--- src/hw/rtl/alr_pkg.sv ---
package alr_pkg;

  localparam int TILE_SIZE_DEF = 32;
  localparam int FRAC_BITS_DEF = 16;

  localparam logic [0:0] REG_CLIP_WIDTH  = 1'b0;
  localparam logic [0:0] REG_CLIP_HEIGHT = 1'b1;

  typedef struct packed {
    logic [4:0]  x_start;
    logic [4:0]  y_start;
    logic [4:0]  x_stop;
    logic [4:0]  y_stop;
    logic [23:0] line_color;
  } line_in_t;

  typedef struct packed {
    logic [5:0]  pixel_x;
    logic [5:0]  pixel_y;
    logic [31:0] pixel_color;
    logic        visible;
    logic        last;
  } pixel_out_t;

  typedef enum logic [1:0] {
    ST_IDLE,
    ST_DIV,
    ST_EMIT
  } ctl_state_t;

  typedef struct packed {
    logic load;
    logic div_step;
    logic emit;
  } dp_cmd_t;

  typedef struct packed {
    logic div_done;
    logic final_pixel;
  } dp_sts_t;

endpackage

--- src/hw/rtl/alr_ctrl.sv ---
module alr_ctrl (
  input  logic              clk,
  input  logic              rst_n,
  input  logic              in_valid,
  output logic              in_ready,
  output logic              out_valid,
  input  logic              out_ready,
  output alr_pkg::dp_cmd_t  cmd,
  input  alr_pkg::dp_sts_t  sts
);
  import alr_pkg::*;

  ctl_state_t state_r, state_nxt;

  always_ff @(posedge clk) begin
    if (!rst_n) begin
      state_r <= ST_IDLE;
    end else begin
      state_r <= state_nxt;
    end
  end

  always_comb begin
    state_nxt = state_r;
    cmd       = '0;
    in_ready  = 1'b0;
    out_valid = 1'b0;
    unique case (state_r)
      ST_IDLE: begin
        in_ready = 1'b1;
        if (in_valid) begin
          cmd.load  = 1'b1;
          state_nxt = ST_DIV;
        end
      end
      ST_DIV: begin
        cmd.div_step = 1'b1;
        if (sts.div_done) begin
          state_nxt = ST_EMIT;
        end
      end
      ST_EMIT: begin
        out_valid = 1'b1;
        if (out_ready) begin
          cmd.emit  = 1'b1;
          state_nxt = sts.final_pixel ? ST_IDLE : ST_EMIT;
        end
      end
      default: begin
        state_nxt = ST_IDLE;
      end
    endcase
  end

  property p_no_input_while_output;
    @(posedge clk) disable iff (!rst_n) !(in_ready && out_valid);
  endproperty
  assert property (p_no_input_while_output) else $error("input taken while a pixel is pending");

  property p_div_then_emit;
    @(posedge clk) disable iff (!rst_n)
      (state_r == ST_DIV && sts.div_done) |=> out_valid;
  endproperty
  assert property (p_div_then_emit) else $error("no pixel after divide");

  property p_load_goes_div;
    @(posedge clk) disable iff (!rst_n) cmd.load |=> (state_r == ST_DIV);
  endproperty
  assert property (p_load_goes_div) else $error("load did not start divide");
endmodule

--- src/hw/rtl/alr_datapath.sv ---
module alr_datapath #(
  parameter int FRAC_BITS = alr_pkg::FRAC_BITS_DEF
) (
  input  logic                clk,
  input  alr_pkg::line_in_t   in_data,
  input  alr_pkg::dp_cmd_t    cmd,
  output alr_pkg::dp_sts_t    sts,
  input  logic [5:0]          clip_width,
  input  logic [5:0]          clip_height,
  output alr_pkg::pixel_out_t out_data
);
  import alr_pkg::*;

  localparam int CW = 6;
  localparam int NUMW = 5 + FRAC_BITS;
  localparam int DCW = $clog2(NUMW + 1);
  localparam int PW = FRAC_BITS + 8;
  localparam logic [PW-1:0] ONE_P = PW'(1) << FRAC_BITS;
  localparam int HALF_I = (FRAC_BITS > 8) ? (1 << (FRAC_BITS - 9)) : 0;
  localparam logic [FRAC_BITS:0] HALF = (FRAC_BITS + 1)'(HALF_I);

  logic [4:0]      x1_r, y1_r, x2_r, y2_r;
  logic [23:0]     color_r;
  logic            steep_r, neg_r;
  logic [4:0]      dx_r;
  logic [NUMW-1:0] quo_r;
  logic [4:0]      rem_r;
  logic [DCW-1:0]  dcnt_r;
  logic [PW-1:0]   slope_r, pos_r;
  logic [CW-1:0]   major_r;
  logic [2:0]      phase_r;

  logic [4:0] ax1, ay1, ax2, ay2;
  logic [4:0] adx, ady;
  logic       st, sw;
  logic [4:0] ox1, oy1, ox2, oy2;
  logic [5:0] rem_sh;
  logic       q_bit;
  logic [NUMW-1:0] num_bit;

  always_comb begin
    adx = (in_data.x_stop > in_data.x_start) ? in_data.x_stop - in_data.x_start
                                              : in_data.x_start - in_data.x_stop;
    ady = (in_data.y_stop > in_data.y_start) ? in_data.y_stop - in_data.y_start
                                              : in_data.y_start - in_data.y_stop;
    st  = ady > adx;
    ax1 = st ? in_data.y_start : in_data.x_start;
    ay1 = st ? in_data.x_start : in_data.y_start;
    ax2 = st ? in_data.y_stop  : in_data.x_stop;
    ay2 = st ? in_data.x_stop  : in_data.y_stop;
    sw  = ax1 > ax2;
    ox1 = sw ? ax2 : ax1;
    oy1 = sw ? ay2 : ay1;
    ox2 = sw ? ax1 : ax2;
    oy2 = sw ? ay1 : ay2;
  end

  // numerator |dy| << FRAC_BITS, fed msb first
  logic [4:0] ady_r;
  assign num_bit = NUMW'(ady_r) << FRAC_BITS;
  assign rem_sh  = {rem_r, num_bit[dcnt_r[DCW-1:0] - DCW'(1)]};
  assign q_bit   = rem_sh >= {1'b0, dx_r};

  always_ff @(posedge clk) begin
    if (cmd.load) begin
      x1_r    <= ox1;
      y1_r    <= oy1;
      x2_r    <= ox2;
      y2_r    <= oy2;
      color_r <= in_data.line_color;
      steep_r <= st;
      neg_r   <= oy2 < oy1;
      dx_r    <= ox2 - ox1;
      ady_r   <= (oy2 > oy1) ? oy2 - oy1 : oy1 - oy2;
      quo_r   <= '0;
      rem_r   <= '0;
      dcnt_r  <= DCW'(NUMW);
      phase_r <= '0;
    end else if (cmd.div_step) begin
      if (dcnt_r != '0) begin
        quo_r  <= {quo_r[NUMW-2:0], q_bit};
        rem_r  <= q_bit ? 5'(rem_sh - {1'b0, dx_r}) : rem_sh[4:0];
        dcnt_r <= dcnt_r - DCW'(1);
      end else begin
        if (dx_r == '0) begin
          slope_r <= ONE_P;
        end else begin
          slope_r <= neg_r ? PW'(-PW'(quo_r)) : PW'(quo_r);
        end
      end
      pos_r   <= PW'(y1_r) << FRAC_BITS;
      major_r <= CW'(x1_r) + CW'(1);
    end else if (cmd.emit) begin
      if (phase_r < 3'd4) begin
        phase_r <= phase_r + 3'd1;
        if (phase_r == 3'd3) begin
          pos_r <= pos_r + slope_r;
        end
      end else if (phase_r == 3'd4) begin
        phase_r <= 3'd5;
      end else begin
        phase_r <= 3'd4;
        pos_r   <= pos_r + slope_r;
        major_r <= major_r + CW'(1);
      end
    end
  end

  assign sts.div_done = (dcnt_r == '0);

  logic [CW-1:0]  maj, mnr, ip, px, py;
  logic [8:0]     up, cov;
  logic [FRAC_BITS:0] fr;
  logic           interior;

  always_comb begin
    interior = (CW'(x2_r) > CW'(x1_r) + CW'(1));
    fr  = {1'b0, pos_r[FRAC_BITS-1:0]} + HALF;
    up  = 9'(fr >> (FRAC_BITS - 8));
    ip  = CW'(pos_r >> FRAC_BITS);
    maj = '0;
    mnr = '0;
    cov = '0;
    unique case (phase_r)
      3'd0: begin maj = CW'(x1_r); mnr = CW'(y1_r);          cov = 9'd128; end
      3'd1: begin maj = CW'(x1_r); mnr = CW'(y1_r) + CW'(1); cov = 9'd0;   end
      3'd2: begin maj = CW'(x2_r); mnr = CW'(y2_r);          cov = 9'd128; end
      3'd3: begin maj = CW'(x2_r); mnr = CW'(y2_r) + CW'(1); cov = 9'd0;   end
      3'd4: begin maj = major_r;   mnr = ip;                 cov = 9'd256 - up; end
      3'd5: begin maj = major_r;   mnr = ip + CW'(1);        cov = up;     end
      default: begin maj = '0; mnr = '0; cov = '0; end
    endcase
    px = steep_r ? mnr : maj;
    py = steep_r ? maj : mnr;
  end

  function automatic logic [7:0] scl(input logic [7:0] c, input logic [8:0] k);
    logic [17:0] p;
    p = 18'(c) * 18'(k) + 18'd128;
    return p[15:8];
  endfunction

  always_comb begin
    sts.final_pixel = (phase_r == 3'd3 && !interior) ||
                      (phase_r == 3'd5 && major_r == CW'(x2_r) - CW'(1));
    out_data.pixel_x = px;
    out_data.pixel_y = py;
    out_data.pixel_color = {8'hff, scl(color_r[23:16], cov), scl(color_r[15:8], cov),
                            scl(color_r[7:0], cov)};
    out_data.visible = (32'(px) < 32'(TILE_SIZE_DEF)) && (32'(py) < 32'(TILE_SIZE_DEF)) &&
                       (px < clip_width) && (py < clip_height);
    out_data.last = sts.final_pixel;
  end
endmodule

--- src/hw/rtl/antialiased_line_rasterizer.sv ---
// Xiaolin Wu antialiased line rasterizer for one tile. A line transaction
// is accepted, its slope is found by the bit-serial divider, and then
// pixels go out at one per cycle while out_ready is high (4 endpoint
// pixels plus 2 per interior column, up to 64).
// The next line is taken after the last pixel is accepted. Clip registers
// at 0x0 (width) and 0x4 (height) are 6 bits, reset 32.
module antialiased_line_rasterizer #(
  parameter int FRAC_BITS = alr_pkg::FRAC_BITS_DEF
) (
  input  logic                clk,
  input  logic                rst_n,
  input  logic                in_valid,
  output logic                in_ready,
  input  alr_pkg::line_in_t   in_data,
  output logic                out_valid,
  input  logic                out_ready,
  output alr_pkg::pixel_out_t out_data,
  input  logic                cfg_psel,
  input  logic                cfg_penable,
  input  logic                cfg_pwrite,
  input  logic [2:0]          cfg_paddr,
  input  logic [31:0]         cfg_pwdata,
  output logic [31:0]         cfg_prdata,
  output logic                cfg_pready
);
  import alr_pkg::*;

  logic [5:0] clip_w_r, clip_h_r;
  dp_cmd_t cmd;
  dp_sts_t sts;

  assign cfg_pready = 1'b1;

  always_ff @(posedge clk) begin
    if (!rst_n) begin
      clip_w_r <= 6'd32;
      clip_h_r <= 6'd32;
    end else if (cfg_psel && cfg_penable && cfg_pwrite && cfg_paddr[1:0] == 2'b00) begin
      if (cfg_paddr[2] == REG_CLIP_WIDTH) begin
        clip_w_r <= cfg_pwdata[5:0];
      end else begin
        clip_h_r <= cfg_pwdata[5:0];
      end
    end
  end

  always_comb begin
    cfg_prdata = '0;
    if (cfg_paddr[1:0] == 2'b00) begin
      cfg_prdata = (cfg_paddr[2] == REG_CLIP_HEIGHT) ? 32'(clip_h_r) : 32'(clip_w_r);
    end
  end

  alr_ctrl u_ctrl (
    .clk, .rst_n, .in_valid, .in_ready, .out_valid, .out_ready, .cmd, .sts
  );

  alr_datapath #(.FRAC_BITS(FRAC_BITS)) u_dp (
    .clk, .in_data, .cmd, .sts,
    .clip_width(clip_w_r), .clip_height(clip_h_r), .out_data
  );
endmodule
--- config.mk ---
export PLATFORM = sky130hd
export DESIGN_NAME = antialiased_line_rasterizer
export DESIGN_NICKNAME = d
export VERILOG_FILES = /design/src/hw/rtl/alr_pkg.sv /design/src/hw/rtl/alr_ctrl.sv /design/src/hw/rtl/alr_datapath.sv /design/src/hw/rtl/antialiased_line_rasterizer.sv
export SDC_FILE = /design/constraint.sdc
export NUM_CORES = 1
export LEC_CHECK = 0
export BUFFER_PORTS_ARGS = -buffer_cell sky130_fd_sc_hd__buf_2
export CAP_MARGIN = 20
export CORE_MARGIN = 2
export CORE_UTILIZATION = 45
export CTS_CLUSTER_DIAMETER = 60
export CTS_CLUSTER_SIZE = 12
export DETAILED_ROUTE_END_ITERATION = 8
export PLACE_DENSITY_LB_ADDON = 0.08
export SLEW_MARGIN = 20
export SYNTH_ARGS = -nofsm -noshare
export SYNTH_HDL_FRONTEND = slang
export SYNTH_SLANG_ARGS = --single-unit
--- constraint.sdc ---
create_clock -name clk -period 8.98 [get_ports clk]
set_input_delay 2.245 -clock clk [delete_from_list [all_inputs] [get_ports clk]]
set_output_delay 2.245 -clock clk [all_outputs]
set_load 0.02 [all_outputs]
After elaboration in Yosys (flattened, before gate mapping)
Cells that the tools add are included.

Logic and storage cells: 156. Input bits: 86. Bits in registers: 158. Output and inout bits: 81.

Multiplexer cells: 45. $mul: 3. Bitwise logic cells: 5. $add $sub $neg: 23. Eq/ne operators: 15. $lt $le $gt $ge: 14. Reduce and logical (&&, ||, !) cells: 30.

Operators with widths (count): 24-bit 2-to-1 mux (4); 5-bit 2-to-1 mux (12); 16-bit by 8-bit adder with 16-bit output (second input constant) (3); 8-bit by 9-bit multiplier with 16-bit output (3); 6-bit 2-to-1 mux (8); 21-bit 2-to-1 mux (2); 5-bit subtractor (8); 6-bit case mux with 6 select lines (1); 9-bit case mux with 3 select lines (1); 5-bit > comparator (5); 24-bit adder (1); 21-bit negator with 24-bit output (1); 5-bit by 1-bit adder with 6-bit output (second input constant) (3); 6-bit case mux with 3 select lines (1); 16-bit by 8-bit adder with 17-bit output (second input constant) (1); 6-bit by 1-bit adder with 6-bit output (second input constant) (2); 6-bit less-than comparator (2); 6-bit less-than comparator (second input constant) (2); 5-bit logical NOT (2); 2-bit != test (second input constant) (5); 2-bit OR reduction (5); 1-bit 2-to-1 mux (9); 9-bit subtractor (first input constant) (1); 1-bit logical AND (8); other kinds (30) (45).

Depth between registers and ports, before layout
Gate-level depths: netlist of run 1.

Depth in word-level cells: 8. Depth in mapped cells: 40. Depth with buffers taken out: 37.

Cells and area by module
From an unflattened synthesis of run 1, not the netlist that was laid out.

Cell total of the unflattened synthesis: 1999. Area total of the unflattened synthesis: 17775.8 µm².

By module, submodules not included: alr_datapath (times used 1, cells each 1891, area each 16861.2 µm², seq. area each 3863.7 µm²); antialiased_line_rasterizer (times used 1, cells each 95, area each 803.3 µm², seq. area each 240.2 µm²); alr_ctrl (times used 1, cells each 13, area each 111.4 µm², seq. area each 40.0 µm²).

Least setup slack after synthesis of run 1
OpenSTA, ideal clock, no wires.

Kind: in2reg. From: in in_data[30] (netlist name). To: reg u_dp.ady_r[4] (data pin). Arrival: 9.030 ns. Buffers on the path: 4. Setup time: 0.264 ns. Slack: -0.314 ns. Stages: 39. Data required time: 8.716 ns. Path through: inv_1 -> ha_1 -> nor2b_1 -> o21ai_0 -> a21boi_0 -> o21a_1 -> o22a_1 -> clkbuf_1 -> mux2i_1 -> o21ai_0 -> a221oi_1 -> xor2_1 -> ha_1 -> nand4_1 -> nor2_2 -> o32ai_4 -> buf_6 -> clkbuf_1 -> [... 3 more ...] -> ha_1 -> nor2_1 -> a21oi_1 -> nand3_4 -> buf_4 -> nand2_1 -> o211ai_1 -> and2_1 -> ha_1 -> inv_1 -> o21bai_1 -> a21o_1 -> a21oi_1 -> a31oi_1 -> mux2i_1 -> o21ai_0 -> a221oi_1 -> xnor2_1.

Word-level cells in the longest chain between the ends: 8. Elaborated cells on any way between the ends: 16. Those cells by class: add/sub (4); order compare (4); mux (8).

RTL lines: from (decl) (RTL line antialiased_line_rasterizer.sv:14) `input alr_pkg::line_in_t in_data,`; 5-bit subtractor, or another cell as far along (RTL line alr_datapath.sv:43) `: in_data.x_start - in_data.x_stop;`; 5-bit 2-to-1 mux (RTL line alr_datapath.sv:42) `adx = (in_data.x_stop > in_data.x_start) ? in_data.x_stop - in_data.x_start`; 5-bit > comparator (RTL line alr_datapath.sv:46) `st = ady > adx;`; 5-bit 2-to-1 mux (on tied branches) (RTL line alr_datapath.sv:47, alr_datapath.sv:49); 5-bit > comparator (RTL line alr_datapath.sv:51) `sw = ax1 > ax2;`; 5-bit 2-to-1 mux * (RTL line alr_datapath.sv:55) `oy2 = sw ? ay1 : ay2;`; net u_dp.oy2[2] (RTL line alr_datapath.sv:36) `logic [4:0] ox1, oy1, ox2, oy2;`; 5-bit subtractor / 5-bit > comparator (equally long branches) (RTL line alr_datapath.sv:74) `ady_r <= (oy2 > oy1) ? oy2 - oy1 : oy1 - oy2;`; 5-bit 2-to-1 mux * (RTL line alr_datapath.sv:74); to (signal assigned) (RTL line alr_datapath.sv:74); to (decl) (RTL line alr_datapath.sv:59) `logic [4:0] ady_r;`.

Mark *: on every way through the listed nets, which the timed path passes. The rest lies on a longest branch. A chain may end at the register's enable or synchronous reset.

==> results.yml, run 1 <==
setup_path:
  crit_arrival_ns: 6.68
  crit_path_start_kind: "register"
  cp_slowest_cell: "fa_1"
  end_kind: "output port"
  crit_buf_inv: 6
  r2r_start: "u_dp.dcnt_r[0]"
  required_ns: 6.74
  cp_common_cell: "fa_1"
  cpPeakStageDelay_ns: 0.53
  worstSetupStartpoint: "u_dp.pos_r[7]"
  crit_family: "adder cells"
  cp_max_fo: 6
  worstSetupPathType: "register to output port"
sta:
  setup_tns_ns: 0
  fmax_mhz: 112
  rsz0062_at_grt: "true"
  setup_viol: 0
  hold_viol: 0
  period_needed_ns: 8.92
  tightest_slew_ns: 0.999
  slew_headroom: 0.325
  skew_ns: 0.0157
  period_share: 0.994
  drv_slew: 0
die:
  fp.coreArea_sq_um: 37800
  die-height_microns: 200
  die_w_microns: 200
  dieArea_sq_um: 40100
  ios: 167
  start_util: 0.458
  fp-row-count: 71
status:
  outcome: "finished, final reports clean"
cells_and_area:
  fin_area_sq_um: 20100
  fillers: 3563
  areaGrowthSynthToFinish_pct: 16.1
  num_antenna_cells: 0
  fin_nets: 2513
  layout-drive-gt1-share: 0.160
route:
  wl_per_cell_microns: 14.9
  drc: 0
  wirelength_microns: 39200
  first_pass_iters: 5
  drtAntennaViolNets: 0
  vias: 13200
  first_iter_violations: 620
  vias_per_cell: 5.03
place:
  hpwl_microns: 30400
  gp_congestion: 0.866
  io_buffer_count: 105
  place_area_sq_um: 18900
cts:
  cts_tree: "built"
  clk_path_buf_depth: 2
  cts.reportedPaths.clkPinSlew_ns: 0.08
  cts_htree_levels: 4
  insertion_delay_ns: 0.45
  hold_buffers: 0
  cts_made_buffers: 17
  clock_sinks: 154
  root_buffer: "clkbuf_16"
grt:
  overflow: 0
  grt_antenna_before_repair: 0
  grt_pass1_wl_microns: 65300
  grt_max_degree: 58
  grt_pass1_vias: 13300
  track_usage: 0.199
synth:
  ys.flop_type: "edfxtp_1"
  synth_seq_area_share: 0.239
  synth.distinct_cells: 74
  synth_edf_count: 106
  syn_area_sq_um: 17300
  ys_ff_latch: 154
  post_synth.cell_area_avg_sq_um: 9.08
  syn_inst: 1910
  async_flop_share: 0
  ys_warn_count: 0
run:
  drv_cap: 0
pwr:
  ir_drop_uv: 333
  leakagePower_nw: 9.58
  p_per_area_nw_per_um2: 220
min_path:
  hold_path_class: "register to register"
  min-delay-start: "u_dp.quo_r[0]"
[final cells by class]
cell class                      instances  area [sq um]  area share
Clock buffer                           17           425      0.0211
Clock inverter                         15           166     0.00827
Inverter                              228           857      0.0426
Multi-Input combinational cell       1466         12300       0.610
Sequential cell                       154          4140       0.206
Tap cell                              511           639      0.0318
Timing Repair Buffer                  233          1620      0.0803
[worst paths after layout]
| check | to | slack (ns) | depth (start not counted) |
|---|---|---|---|
| hold / removal | u_dp.quo_r[1] | 0.48 | 2 |
| hold reg to reg | u_dp.quo_r[1] | 0.48 | 2 |
| setup / recovery | out_data[8] | 0.06 | 28 |
| setup reg to reg | u_dp.rem_r[0] | 5.56 | 17 |
[kinds of logic (layout without fill, tap and decap cells)]
group / count (synthesis) / count (layout) / synth area share
fa+ha+maj: 329 / 329 / 0.293
other cells: 2 / 35 / 0.000433
buf+inv: 325 / 493 / 0.0795
xor+xnor: 115 / 115 / 0.0581
mux: 67 / 67 / 0.0406
flops: 154 / 154 / 0.239
compound gates: 287 / 287 / 0.108
simple gates: 631 / 633 / 0.181
[tightest hold or removal path, delay by kind of cell, from the launching register on]
family	cells	cell delay (ns)
flops	1	0.33
simple gates	1	0.06
compound gates	1	0.05
[layout by cell type (no fill, tap or decap), types with 6 or more instances in the layout]
master,synthesis,final
a31oi_1,11,8
fa_1,128,128
buf_12,0,7
nand4_1,9,9
mux2i_1,56,56
o31ai_1,7,7
inv_1,227,226
edfxtp_1,106,106
nor3_1,19,17
o21bai_1,11,7
and3_1,14,14
nand3_1,33,31
a211oi_1,13,12
nor3b_1,6,6
a22oi_1,12,12
conb_1,2,35
nand2b_1,16,14
buf_2,4,94
ha_1,199,197
buf_4,36,128
a21o_1,19,19
nor2b_1,45,44
a21oi_2,2,8
nand2_1,176,174
o211ai_1,14,14
xnor2_1,61,56
nor2_1,133,130
or4_1,6,6
and2_1,152,152
o21ai_0,54,52
dfxtp_1,48,48
mux2_2,6,6
clkbuf_16,0,17
xor2_1,54,53
a21oi_1,90,83
[sequential cells by signal (all words and copies together), names as in the netlist]
register / cells
clip_h_r: 6
clip_w_r: 6
u_ctrl.state_r: 2
u_dp.ady_r: 5
u_dp.color_r: 24
u_dp.dcnt_r: 5
u_dp.dx_r: 5
u_dp.major_r: 6
u_dp.neg_r: 1
u_dp.phase_r: 3
u_dp.pos_r: 22
u_dp.quo_r: 21
u_dp.rem_r: 5
u_dp.slope_r: 22
u_dp.steep_r: 1
u_dp.x1_r: 5
u_dp.x2_r: 5
u_dp.y1_r: 5
u_dp.y2_r: 5
[synthesized netlist by cell type (45+ instances only)]
library cell / count / area [sq um]
and2_1: 152 / 951
fa_1: 128 / 2560
ha_1: 199 / 2490
mux2i_1: 56 / 561
edfxtp_1: 106 / 3180
nand2_1: 176 / 661
xnor2_1: 61 / 534
inv_1: 227 / 852
dfxtp_1: 48 / 961
o21ai_0: 54 / 270
nor2b_1: 45 / 282
clkbuf_1: 49 / 184
nor2_1: 133 / 499
xor2_1: 54 / 473
a21oi_1: 90 / 450
[metrics by stage]
step           std cells  setup WS [ns]  hold slack (ns)  utilization  power [mW]
3_3_place_gp        2560         -0.187            0.458        0.500        3.56
6_report            2624         0.0568            0.481        0.532        4.42
2_1_floorplan       1943         0.0185            0.445            -        2.75
4_1_cts             2613        -0.0538            0.484        0.525        4.36
3_5_place_dp        2560         -0.272            0.468        0.500        3.59
5_1_grt             2624         -0.242            0.506        0.532        4.78
[power breakdown]
| group | internal (mW) | switching [mW] |
|---|---|---|
| Clock | 0.376 | 0.349 |
| Sequential | 0.984 | 0.127 |
| Combinational | 1.23 | 1.36 |
| Total | 2.59 | 1.83 |
[metal layers]
layer,up-vias,track usage,routed length (microns)
li1,6716,-,-
met1,6352,0.261,18400
met2,121,0.352,19500
met3,22,0.0277,997
met4,0,0.0397,338
met5,-,0,0
[what timing repair did]
action / 4_1_cts / 5_1_grt
buffers inserted: 21 / 10
endpoints found under the setup margin: 11 / 18
pin swaps: 32 / 23
gates resized for setup: 36 / 27
cloned: 0 / 2
(Power assumes the default switching activity.)
==> run 2: changes to the inputs <==
--- a/config.mk
+++ b/config.mk
@@ -5,14 +5,16 @@
 export SDC_FILE = /design/constraint.sdc
 export NUM_CORES = 1
 export LEC_CHECK = 0
+export ABC_AREA = 1
 export BUFFER_PORTS_ARGS = -buffer_cell sky130_fd_sc_hd__buf_2
 export CAP_MARGIN = 20
 export CORE_MARGIN = 2
-export CORE_UTILIZATION = 45
+export CORE_UTILIZATION = 55
 export CTS_CLUSTER_DIAMETER = 60
 export CTS_CLUSTER_SIZE = 12
 export DETAILED_ROUTE_END_ITERATION = 8
 export PLACE_DENSITY_LB_ADDON = 0.08
+export SETUP_SLACK_MARGIN = 0.05
 export SLEW_MARGIN = 20
 export SYNTH_ARGS = -nofsm -noshare
 export SYNTH_HDL_FRONTEND = slang
==> results.yml, run 2 <==
place:
  dpl_worst_slack_ns: 0.284
  hpwl_microns: 31000
  gp_congestion: 0.916
  io_buffer_count: 105
sta:
  period_needed_ns: 8.72
  rsz0062_at_grt: "true"
  setup_slack_ns: 0.262
  skew_ns: 0.00789
  period_share: 0.971
  tightest_slew_ns: 0.894
  slew_headroom: 0.403
  fmax_mhz: 115
  setup_viol: 0
  drv_slew: 0
  hold_viol: 0
route:
  first_pass_iters: 5
  drc: 0
  wl_per_cell_microns: 14.8
  wirelength_microns: 39200
  first_iter_violations: 721
  vias_per_cell: 5.36
  drtAntennaViolNets: 0
  vias: 14200
die:
  ios: 167
  fp-row-count: 64
  fp.coreArea_sq_um: 30300
  dieArea_sq_um: 32000
  die-height_microns: 179
  start_util: 0.555
  die_w_microns: 179
pwr:
  p_per_area_nw_per_um2: 287
  leakagePower_nw: 9.48
  power_mw: 5.42
  ir_drop_uv: 328
synth:
  synth_edf_count: 106
  yosysTopAreaCellShare: 0.189
  synth.distinct_cells: 60
  synth_top_cells_by_area: "edfxtp_1, fa_1, ha_1"
  ys_ff_latch: 154
  syn_inst: 2098
  yosysMostFrequentCell: "inv_1"
  syn_area_sq_um: 16800
  post_synth.cell_area_avg_sq_um: 8.02
  async_flop_share: 0
  synthTopCellsByCount: "inv_1, nand2_1, nor2_1"
  ys_warn_count: 0
  ys.flop_type: "edfxtp_1"
  yosys.area.top_type: "edfxtp_1"
  synth_seq_area_share: 0.246
cts:
  cts_made_buffers: 17
  cts.reportedPaths.clkPinSlew_ns: 0.07
  root_buffer: "clkbuf_16"
  cts_htree_levels: 4
  cts_tree: "built"
  insertion_delay_ns: 0.44
  clock_sinks: 154
  clk_path_buf_depth: 2
grt:
  track_usage: 0.251
  overflow: 0
  grt_pass1_wl_microns: 64000
  grt_max_degree: 60
  grt_pass1_vias: 13700
  grt_antenna_before_repair: 0
cells_and_area:
  layout-drive-gt1-share: 0.124
  areaGrowthSynthToFinish_pct: 12.1
  regMostFlops: "u_dp.color_r"
  final_cell_mix: "inv_1, nand2_1, nor2_1"
  reg_top3: "u_dp.color_r: 24 flops, u_dp.pos_r: 22 flops, u_dp.slope_r: 22 flops"
  num_antenna_cells: 0
  final_common_cell: "inv_1"
  fin_nets: 2648
  largest_register_ffs: 24
setup_path:
  cp_max_fo: 6
  crit_arrival_ns: 6.47
  worstSetupPathType: "register to output port"
  end_kind: "output port"
  crit_path_start_kind: "register"
  required_ns: 6.74
run:
  drv_cap: 0
status:
  outcome: "finished, final reports clean"
min_path:
  hold_path_class: "register to register"
## run 2: changes by cell type in the layout (fill, tap and decap cells not counted), sizes merged, moves of 16 or more
cell    before  now
mux2i       59    4
nor2       134  251
a21oi       92  131
nand3       36   59
o22ai        2   29
xnor2       61   25
inv        238  397
nand2b      16    0
nor2b       45    0
buf        233  158
xor2        54   36
and2       153    2
o21ai       59  150
nand2      177  314
## run 2: metrics by stage
stage / util / cells / cell area [sq um] / hold slack, ns / setup TNS (ns)
after floorplan: - / 2131 / 17000 / 0.425 / 0
after global placement: 0.587 / 2591 / 17800 / 0.438 / 0
after detailed placement: 0.587 / 2591 / 17800 / 0.464 / 0
after CTS: 0.608 / 2628 / 18500 / 0.477 / 0
after global routing: 0.622 / 2644 / 18900 / 0.511 / -0.0614
final: 0.622 / 2644 / 18900 / 0.474 / 0
## run 2: final cells by class
type                            instances  area [sq um]
Inverter                              397          1500
Fill cell                            2685         11500
Sequential cell                       154          4140
Clock inverter                          9          73.8
Timing Repair Buffer                  158           986
Clock buffer                           23           522
Multi-Input combinational cell       1507         11200
Tap cell                              396           495
## run 2: layer usage
layer / vias to the layer above / GRT usage / wire length, microns
li1: 7059 / - / -
met1: 6687 / 0.319 / 17200
met5: - / 0 / 0
met4: 0 / 0.0830 / 920
met3: 61 / 0.0399 / 1670
met2: 358 / 0.436 / 19400
## run 2: critical path, stage by stage, from the launching register on
cell        delay (ns)
edfxtp_1          0.38
buf_6             0.12
nand4_1           0.18
nor2_2            0.24
xor2_2            0.27
nand2_2           0.12
nor3_4            0.22
a21oi_2           0.08
a221o_1           0.34
nand2_2           0.11
clkinvlp_4        0.22
nand2_2           0.12
fa_1              0.44
fa_1              0.52
inv_1             0.05
fa_1              0.49
inv_2             0.05
fa_1              0.48
inv_1             0.04
ha_1              0.29
a21oi_2           0.22
o21bai_2          0.09
a21o_1            0.23
a21oi_4           0.18
inv_1             0.06
a21oi_1           0.16
xnor2_1           0.14
buf_2             0.19
## run 2: report_power, final
part	switching [mW]	leakage, nW	internal [mW]
Combinational	2.18	7.81	1.31
Clock	0.314	0.292	0.416
Sequential	0.126	1.38	1.07
## run 2: repair_timing
action	4_1_cts	5_1_grt
gates resized for setup	4	74
pin swaps	2	36
setup endpoints to repair	9	14
cloned	0	0
hold buffers	0	0
buffers inserted	5	16
## run 2: final timing paths
kind | start | to | slack (ns) | depth (start not counted)
max | u_dp.pos_r[7] | out_data[22] | 0.26 | 27
max reg2reg | u_dp.dcnt_r[0] | u_dp.quo_r[0] | 5.70 | 9
min | clip_w_r[1] | clip_w_r[1] | 0.47 | 2
min reg2reg | clip_w_r[1] | clip_w_r[1] | 0.47 | 2
## run 2: cells by family after synthesis
family          Yosys count  synth area share
compound gates          390             0.132
buf+inv                 470             0.114
fa+ha+maj               327             0.300
simple gates            683             0.167
other cells               2          0.000446
mux                       9           0.00572
flops                   154             0.246
xor+xnor                 63            0.0349
